--- src/rtl/core/nns_div.sv ---
// ----------------------------------------------------------------------------
// nns_div
// Restoring unsigned divider, one quotient bit per cycle.
// ----------------------------------------------------------------------------
module nns_div #(
   parameter int DIVIDEND_W = 27,
   parameter int DIVISOR_W  = 12
) (
   input  logic                  clock,
   input  logic                  reset,
   input  logic                  start,
   input  logic [DIVIDEND_W-1:0] dividend,
   input  logic [DIVISOR_W-1:0]  divisor,
   output logic                  done,
   output logic [DIVIDEND_W-1:0] quotient
);

   localparam int CNT_W = $clog2(DIVIDEND_W + 1);

   logic                  run_ff, run_in;
   logic                  done_ff, done_in;
   logic [CNT_W-1:0]      cnt_ff, cnt_in;
   logic [DIVISOR_W-1:0]  rem_ff, rem_in;
   logic [DIVIDEND_W-1:0] quo_ff, quo_in;
   logic [DIVISOR_W-1:0]  dsr_ff, dsr_in;
   logic [DIVISOR_W:0]    trial;
   logic [DIVISOR_W:0]    diff;

   assign trial = {rem_ff, quo_ff[DIVIDEND_W-1]};
   assign diff  = trial - {1'b0, dsr_ff};

   always_comb begin
      run_in  = run_ff;
      done_in = 1'b0;
      cnt_in  = cnt_ff;
      rem_in  = rem_ff;
      quo_in  = quo_ff;
      dsr_in  = dsr_ff;
      if (start) begin
         run_in = 1'b1;
         cnt_in = '0;
         rem_in = '0;
         quo_in = dividend;
         dsr_in = divisor;
      end else if (run_ff) begin
         if (!diff[DIVISOR_W]) begin
            rem_in = diff[DIVISOR_W-1:0];
            quo_in = {quo_ff[DIVIDEND_W-2:0], 1'b1};
         end else begin
            rem_in = trial[DIVISOR_W-1:0];
            quo_in = {quo_ff[DIVIDEND_W-2:0], 1'b0};
         end
         cnt_in = cnt_ff + CNT_W'(1);
         if (cnt_ff == CNT_W'(DIVIDEND_W - 1)) begin
            run_in  = 1'b0;
            done_in = 1'b1;
         end
      end
   end

   always_ff @(posedge clock) begin
      if (reset) begin
         run_ff  <= 1'b0;
         done_ff <= 1'b0;
         cnt_ff  <= '0;
      end else begin
         run_ff  <= run_in;
         done_ff <= done_in;
         cnt_ff  <= cnt_in;
      end
      rem_ff <= rem_in;
      quo_ff <= quo_in;
      dsr_ff <= dsr_in;
   end

   assign done     = done_ff;
   assign quotient = quo_ff;

endmodule

--- config.mk ---
export PLATFORM = sky130hd
export DESIGN_NAME = nns_div
export DESIGN_NICKNAME = d
export VERILOG_FILES = /design/src/rtl/core/nns_div.sv
export SDC_FILE = /design/constraint.sdc
export NUM_CORES = 1
export LEC_CHECK = 0
export BUFFER_PORTS_ARGS = -buffer_cell sky130_fd_sc_hd__clkbuf_2
export CAP_MARGIN = 30
export CORE_UTILIZATION = 43
export DETAILED_ROUTE_END_ITERATION = 12
export PLACE_DENSITY_LB_ADDON = 0.2
export RECOVER_POWER = 25
export REMOVE_ABC_BUFFERS = 1
export SYNTH_ARGS = -nofsm -noshare
export SYNTH_HDL_FRONTEND = slang
export SYNTH_SLANG_ARGS = --single-unit
export TNS_END_PERCENT = 10
--- constraint.sdc ---
create_clock -name clock -period 4.74 [get_ports clock]
set_clock_uncertainty 0.15 [all_clocks]
set_input_delay 0.711 -clock clock [delete_from_list [all_inputs] [get_ports clock]]
set_output_delay 0.711 -clock clock [all_outputs]
set_load 0.01 [all_outputs]
==> results_dict.tcl, run 1 <==
set metrics [dict create \
    run_status "finished clean" \
    combined_area_of_all_synthesized_cells_sq_mm 0.00310 \
    synth_compound_gate_area_share 0.137 \
    synth_fa_ha_area_frac 0.0629 \
    end_kind "register" \
    finalSetupViolations 0 \
    internal-power_w 0.000990 \
    starting_density_of_the_core 0.452 \
    syn_inst_count 280 \
    power.clock.fraction 0.319 \
    drtIter0Drc 90 \
    number_of_violations_of_the_max_capacitance_limit 0 \
    reg2regPathDepth 9 \
    numPortBuffers 69 \
    routed_wirelength_normalized_by_instance_count_um 13.9 \
    switching_power_w 0.000399 \
    dr.pass1.iters 4 \
    worst-path-max-fanout 12 \
    route.detailed.drc 0 \
    die_area_sq_mm 0.00756 \
    synth_area_per_cell_sq_um 11.1 \
    holdCritStartpoint "rem_ff[2]$_SDFFE_PP0P_" \
    setup.worst_path.class "reg2reg" \
    regToRegStartpoint "quotient[26]$_DFFE_PP_" \
    tcrit_tclk_final 0.614 \
    synth_warnings 0 \
    multi_input_area_sq_mm 0.00142 \
    ctsHoldBuffers 0 \
    ioPinCount 70 \
    die_h_um 87.0 \
    placeableCoreArea_sq_mm 0.00687 \
    antenna_violations_before_repair 0 \
    r2r_setup_slack_ps 1830 \
    synth_seq_cells 58 \
    sequential_cell_fraction_of_total_power 0.448 \
    cp-start-kind "register" \
    min-delay-path-class "reg2reg" \
    peakVddDrop_v 0.000249 \
    netlist.area_leader.share 0.377 \
    slew-limit-headroom 0.173 \
    met1_usage_in_global_routing 0.242 \
    fin_area_sq_mm 0.00369 \
    hold_path_depth 2 \
    clock_tree.buffer_depth 2 \
    vias_per_cell 5.30 \
    ys_top_cells_by_area "sky130_fd_sc_hd__edfxtp_1, sky130_fd_sc_hd__dfxtp_1, sky130_fd_sc_hd__mux2_2" \
    power_density_mw_per_mm2 376 \
    worstHoldEndpoint "rem_ff[2]$_SDFFE_PP0P_" \
    seq_area_sq_mm 0.00155 \
    timing.critical_path.cells "inv_1 -> ha_1 -> fa_1 -> nor2b_1 -> o31a_1 -> o21ai_2 -> a31oi_2 -> nand3_1 -> a311oi_1" \
    timing.final.hold_violations 0 \
    htreeDepth 3 \
    timing.critical_path.arrival_ps 2980 \
    yosys.cell_count.top_type "sky130_fd_sc_hd__edfxtp_1" \
    rsz0062_at_grt "false" \
    crit_path_top_delay_cell "sky130_fd_sc_hd__a31oi_2" \
    grt_usage 0.178 \
    yosys-mux-area-fraction 0.102 \
    grt_start_max_net_pins 34 \
    placedInstanceArea_sq_mm 0.00351 \
    synthXorXnorAreaFrac 0.0226 \
    synth_top_family_by_area "compound AO/OA/AOI/OAI gates" \
    placed_wire_length_estimate_mm 4.39 \
    worstSkewPairLatency_ps 330 \
    cts_inserted_buffers 9 \
    synth_simple_gate_area_frac 0.132 \
    synth_enable_flop_cells 39 \
    worst_hold_margin_ps 361 \
    detail_route.wirelength_mm 6.22 \
    synthToLayoutAreaGrowth_pct 18.9 \
    async_flop_share 0 \
    grt-busiest-layer "met2" \
    post_cts_clock_slew_at_the_launch_and_capture_registers_of_the_worst_setup_and_hold_paths_ps 60 \
    antenna-diode-count 0 \
    chip_width_um 87.0 \
    cts_root_buf "sky130_fd_sc_hd__clkbuf_8" \
    share_comb_of_total_power 0.232 \
    synth.yosys.seq_area_share 0.500 \
    final_nets 404 \
    grt.met2_usage 0.266 \
    leakage_nw 1.49 \
    cp-startpoint "quotient[26]$_DFFE_PP_" \
    grt_pass1_wl_mm 10.3 \
    nFillCells 610 \
    post_route_cells_drive_above_1_share 0.318 \
    tightest_slew_ps 1240 \
    max_freq_mhz 343 \
    synth_cell_type_count 51 \
    synth_commonest_cells "sky130_fd_sc_hd__edfxtp_1, sky130_fd_sc_hd__mux2_2, sky130_fd_sc_hd__nor2_1" \
    postRouteAntennaNets 0 \
    tritoncts "yes" \
    drv_slew 0 \
    netlist.top_cell.by_area "sky130_fd_sc_hd__edfxtp_1" \
    tns_ps 0 \
    grtUsageMet3 0.0607 \
    standard_cell_row_count 30 \
    first_global_vias 2197 \
    post_cts.resized_instances 0 \
    post_cts_buffers 0 \
    timing.critical_path.slowest_cell_delay_ps 570 \
    r2r-end "rem_ff[10]$_SDFFE_PP0P_" \
    critical_path_required_ps 4810 \
    via_count 2373 \
    clock_sink_count 58 \
    post_layout_min_period_ps 2910 \
    grt_remaining_overflow 0 \
    synth_flop_cell "sky130_fd_sc_hd__edfxtp_1" \
    place_congestion 0.833 \
    swShare 0.287 \
]
registers in the layout (all words and copies together) (netlist names):
register and count:
quotient 27, dsr_ff 12, rem_ff 12, cnt_ff 5, done 1, run_ff 1
through the flow:
stage	total power, W	instances	setup WS (ps)	utilization
floorplan	0.000852	265	2100	-
global placement	0.000951	432	1960	0.511
finish	0.00139	448	1830	0.537
global route	0.00147	448	1550	0.537
CTS	0.00140	448	1810	0.539
detailed placement	0.000956	432	1840	0.511
routing by layer:
metal / routed length, um / vias to the layer above
li1: - / 1179
met1: 2910 / 1109
met2: 2820 / 77
met3: 423 / 8
met4: 72 / 0
met5: 0 / -
kinds of logic (layout without fill, tap and decap cells):
logic type                 after synthesis  in the layout
DFF                                     58             58
muxes                                   28             28
buffers and inverters                   32            104
and+or+nand+nor                         79             79
AOI/OAI and AO/OA                       60             60
xor gates and xnor gates                 8              8
adders and majority gates               15             15
final cells by class:
cell class / instances / area share
flip-flops and latches: 58 / 0.420
multi-input cells: 190 / 0.384
repair buffers: 71 / 0.0949
clock buffers: 13 / 0.0403
well taps: 96 / 0.0325
inverters: 17 / 0.0173
clock inverters: 3 / 0.0108
worst max-delay path: cells and delay by family, from the launching register on:
| kind | cells | cell delay (ps) |
|---|---|---|
| DFF | 1 | 370 |
| adders and majority gates | 2 | 620 |
| buffers and inverters | 1 | 50 |
| and+or+nand+nor | 2 | 330 |
| AOI/OAI and AO/OA | 4 | 1270 |
cells in the final DEF, fill, tap and decap left out, types with 10 or more instances in the layout:
cell type,instances
sky130_fd_sc_hd__clkbuf_2,61
sky130_fd_sc_hd__edfxtp_1,39
sky130_fd_sc_hd__mux2_2,26
sky130_fd_sc_hd__nor2_1,26
sky130_fd_sc_hd__dfxtp_1,19
sky130_fd_sc_hd__inv_1,17
sky130_fd_sc_hd__ha_1,14
sky130_fd_sc_hd__clkbuf_1,11
sky130_fd_sc_hd__a21oi_1,10
sky130_fd_sc_hd__nand2_1,10
sky130_fd_sc_hd__clkbuf_8,10
how the worst max path moves through the flow:
stage | endpoint | slack (ps) | cells past startpoint
2_1_floorplan | rem_ff[1]$_SDFFE_PP0P_ | 2100 | 9
3_3_place_gp | rem_ff[9]$_SDFFE_PP0P_ | 1960 | 9
3_5_place_dp | rem_ff[10]$_SDFFE_PP0P_ | 1840 | 9
4_1_cts | rem_ff[10]$_SDFFE_PP0P_ | 1810 | 9
5_1_grt | rem_ff[10]$_SDFFE_PP0P_ | 1550 | 9
6_report | rem_ff[10]$_SDFFE_PP0P_ | 1830 | 9
power by group through the flow:
stage                     combinational (W)  sequential, W  clock [W]
final                              0.000323       0.000623   0.000443
after global routing               0.000362       0.000629   0.000480
after CTS                          0.000325       0.000623   0.000456
after detailed placement           0.000324       0.000633          0
after global placement             0.000319       0.000632          0
after floorplan                    0.000208       0.000644          0
Power figures use the tool's default switching activity.
==> inputs of run 2 (changes only) <==
ABC_AREA = 1   (was unset)
clock period = 2.7 ns   (was 4.74 ns; I/O delays follow)
==> run 2 against run 1 <==
Effect of this change:
- area after synthesis is 1.4% higher
- synthesized cell count is 45% higher
- critical path depth is 2 higher
- largest power group unchanged
- sequential share of layout area is 1.4 points lower
- flip-flop and latch count stayed put
- total power is 61% higher
- highest routed layer unchanged
- die area is 1.3% higher
- cell area is 3.5% higher
- cell count is 30% higher
- sequential power is 70% higher
==> results_dict.tcl, run 2 <==
set metrics [dict create \
    run_status "finished clean" \
    first_global_vias 2504 \
    synthToLayoutAreaGrowth_pct 21.4 \
    final_power_w 0.00223 \
    end_kind "register" \
    placeableCoreArea_sq_mm 0.00694 \
    yosys.cell_count.top_type "sky130_fd_sc_hd__nand2_1" \
    ioPinCount 70 \
    route.detailed.drc 0 \
    synth_cell_type_count 28 \
    fin_area_sq_mm 0.00382 \
    tns_ps 0 \
    tcrit_tclk_final 0.861 \
    final_nets 537 \
    post_route_cells_drive_above_1_share 0.198 \
    dr.pass1.iters 4 \
    post_layout_min_period_ps 2320 \
    vias_per_cell 4.63 \
    grt_usage 0.188 \
    max_freq_mhz 430 \
    cp-start-kind "register" \
    die_h_um 87.5 \
    clock_tree.buffer_depth 2 \
    combined_area_of_all_synthesized_cells_sq_mm 0.00315 \
    antenna_violations_before_repair 0 \
    starting_density_of_the_core 0.453 \
    rsz0062_at_grt "false" \
    synth_commonest_cells "sky130_fd_sc_hd__nand2_1, sky130_fd_sc_hd__inv_1, sky130_fd_sc_hd__edfxtp_1" \
    chip_width_um 87.5 \
    post_cts.resized_instances 0 \
    tritoncts "yes" \
    power_density_mw_per_mm2 584 \
    placed_wire_length_estimate_mm 4.87 \
    netlist.top_cell.by_area "sky130_fd_sc_hd__edfxtp_1" \
    slew-limit-headroom 0.101 \
    critical_path_required_ps 2610 \
    timing.critical_path.arrival_ps 2230 \
    ys_top_cells_by_area "sky130_fd_sc_hd__edfxtp_1, sky130_fd_sc_hd__nand2_1, sky130_fd_sc_hd__dfxtp_1" \
    min-delay-path-class "in2reg" \
    timing.critical_path.cells "inv_1 -> ha_1 -> fa_1 -> inv_1 -> nand3_1 -> nand3_1 -> nand2_1 -> nand3_2 -> nand2_2 -> nand2_2 -> o21ai_0" \
    synth_warnings 0 \
    ctsHoldBuffers 0 \
    post_cts_buffers 0 \
    setup.worst_path.class "reg2reg" \
    timing.critical_path.slowest_cell_delay_ps 400 \
    antenna-diode-count 0 \
    cts_root_buf "sky130_fd_sc_hd__clkbuf_8" \
    leakage_nw 2.03 \
    drtIter0Drc 94 \
    standard_cell_row_count 30 \
    routed_wirelength_normalized_by_instance_count_um 11.2 \
    htreeDepth 3 \
    mostFrequentLayoutCells "sky130_fd_sc_hd__nand2_1, sky130_fd_sc_hd__clkbuf_2, sky130_fd_sc_hd__inv_1" \
    peakVddDrop_v 0.000346 \
    synth_area_per_cell_sq_um 7.77 \
    numPortBuffers 69 \
    grt_start_max_net_pins 32 \
    worst-path-max-fanout 13 \
    placedInstanceArea_sq_mm 0.00361 \
    die_area_sq_mm 0.00766 \
    grt_pass1_wl_mm 11.0 \
    tightest_slew_ps 1350 \
    timing.final.hold_violations 0 \
    grt_remaining_overflow 0 \
    worst_slack_ps 376 \
    finalSetupViolations 0 \
    via_count 2691 \
    drv_slew 0 \
    post_cts_clock_slew_at_the_launch_and_capture_registers_of_the_worst_setup_and_hold_paths_ps 60 \
    synth_enable_flop_cells 39 \
    syn_inst_count 405 \
    postRouteAntennaNets 0 \
    netlist.area_leader.share 0.372 \
    synth_seq_cells 58 \
    clock_sink_count 58 \
    synth.yosys.seq_area_share 0.493 \
    largest_register_ffs 27 \
    number_of_violations_of_the_max_capacitance_limit 0 \
    placement.setup.worst_slack_ps 360 \
    utilization 0.550 \
    crit_path_top_delay_cell "sky130_fd_sc_hd__fa_1" \
    place_congestion 0.873 \
    async_flop_share 0 \
    cts_inserted_buffers 9 \
    layout_commonest_cell "sky130_fd_sc_hd__nand2_1" \
    synth_flop_cell "sky130_fd_sc_hd__edfxtp_1" \
    detail_route.wirelength_mm 6.50 \
    worstSkewPairLatency_ps 340 \
]
[run 2: worst paths after layout]
| check | startpoint | to | slack (ps) | cells past startpoint |
|---|---|---|---|---|
| hold / removal | divisor[10] | dsr_ff[10]$_DFFE_PP_ | 90 | 1 |
| setup / recovery | quotient[26]$_DFFE_PP_ | quotient[0]$_DFFE_PP_ | 380 | 11 |
| hold reg to reg | rem_ff[4]$_SDFFE_PP0P_ | rem_ff[4]$_SDFFE_PP0P_ | 320 | 2 |
| setup reg to reg | quotient[26]$_DFFE_PP_ | quotient[0]$_DFFE_PP_ | 380 | 11 |
[run 2: final cells by class]
| type | count | area (sq um) |
|---|---|---|
| clock buffers | 11 | 141 |
| clock inverters | 5 | 77.6 |
| fillers | 656 | 3120 |
| inverters | 64 | 240 |
| multi-input cells | 273 | 1300 |
| flip-flops and latches | 58 | 1550 |
| well taps | 96 | 120 |
| repair buffers | 74 | 390 |
[run 2: per-stage QoR]
stage | instances | hold WS [ps]
global route | 581 | 73.9
global placement | 565 | 310
CTS | 581 | 75.9
floorplan | 395 | 299
finish | 581 | 94.0
detailed placement | 565 | 314
[run 2: cell families (layout without fill, tap and decap cells)]
group                    Yosys count  after routing  share of synthesized area
AND/OR/NAND/NOR                  237            237                      0.307
flip-flops                        58             58                      0.493
AO/OA/AOI/OAI                     15             15                     0.0274
buffers and inverters             74            154                     0.0942
XOR/XNOR                           6              6                     0.0167
adder cells (fa/ha/maj)           15             15                     0.0620
[run 2: power breakdown]
| group | internal (W) | switching [W] | leakage, nW |
|---|---|---|---|
| sequential | 0.00102 | 0.0000338 | 0.549 |
| clock | 0.000542 | 0.000344 | 0.109 |
| combinational | 0.000115 | 0.000173 | 1.37 |
| total | 0.00168 | 0.000550 | 2.03 |
[run 2: routing by layer]
layer | vias to the layer above | GRT usage | share of wire
met3 | 7 | 0.0584 | 0.060
met4 | 0 | 0.0671 | 0.014
li1 | 1422 | - | -
met2 | 70 | 0.287 | 0.44
met1 | 1192 | 0.252 | 0.49
met5 | - | 0 | 0
[run 2: worst max-delay path: cells and delay by family, from the launching register on]
kind / cells / cell delay [ps]
flops: 1 / 340
fa+ha+maj: 2 / 620
simple gates: 6 / 660
buf+inv: 2 / 170
compound gates: 1 / 100
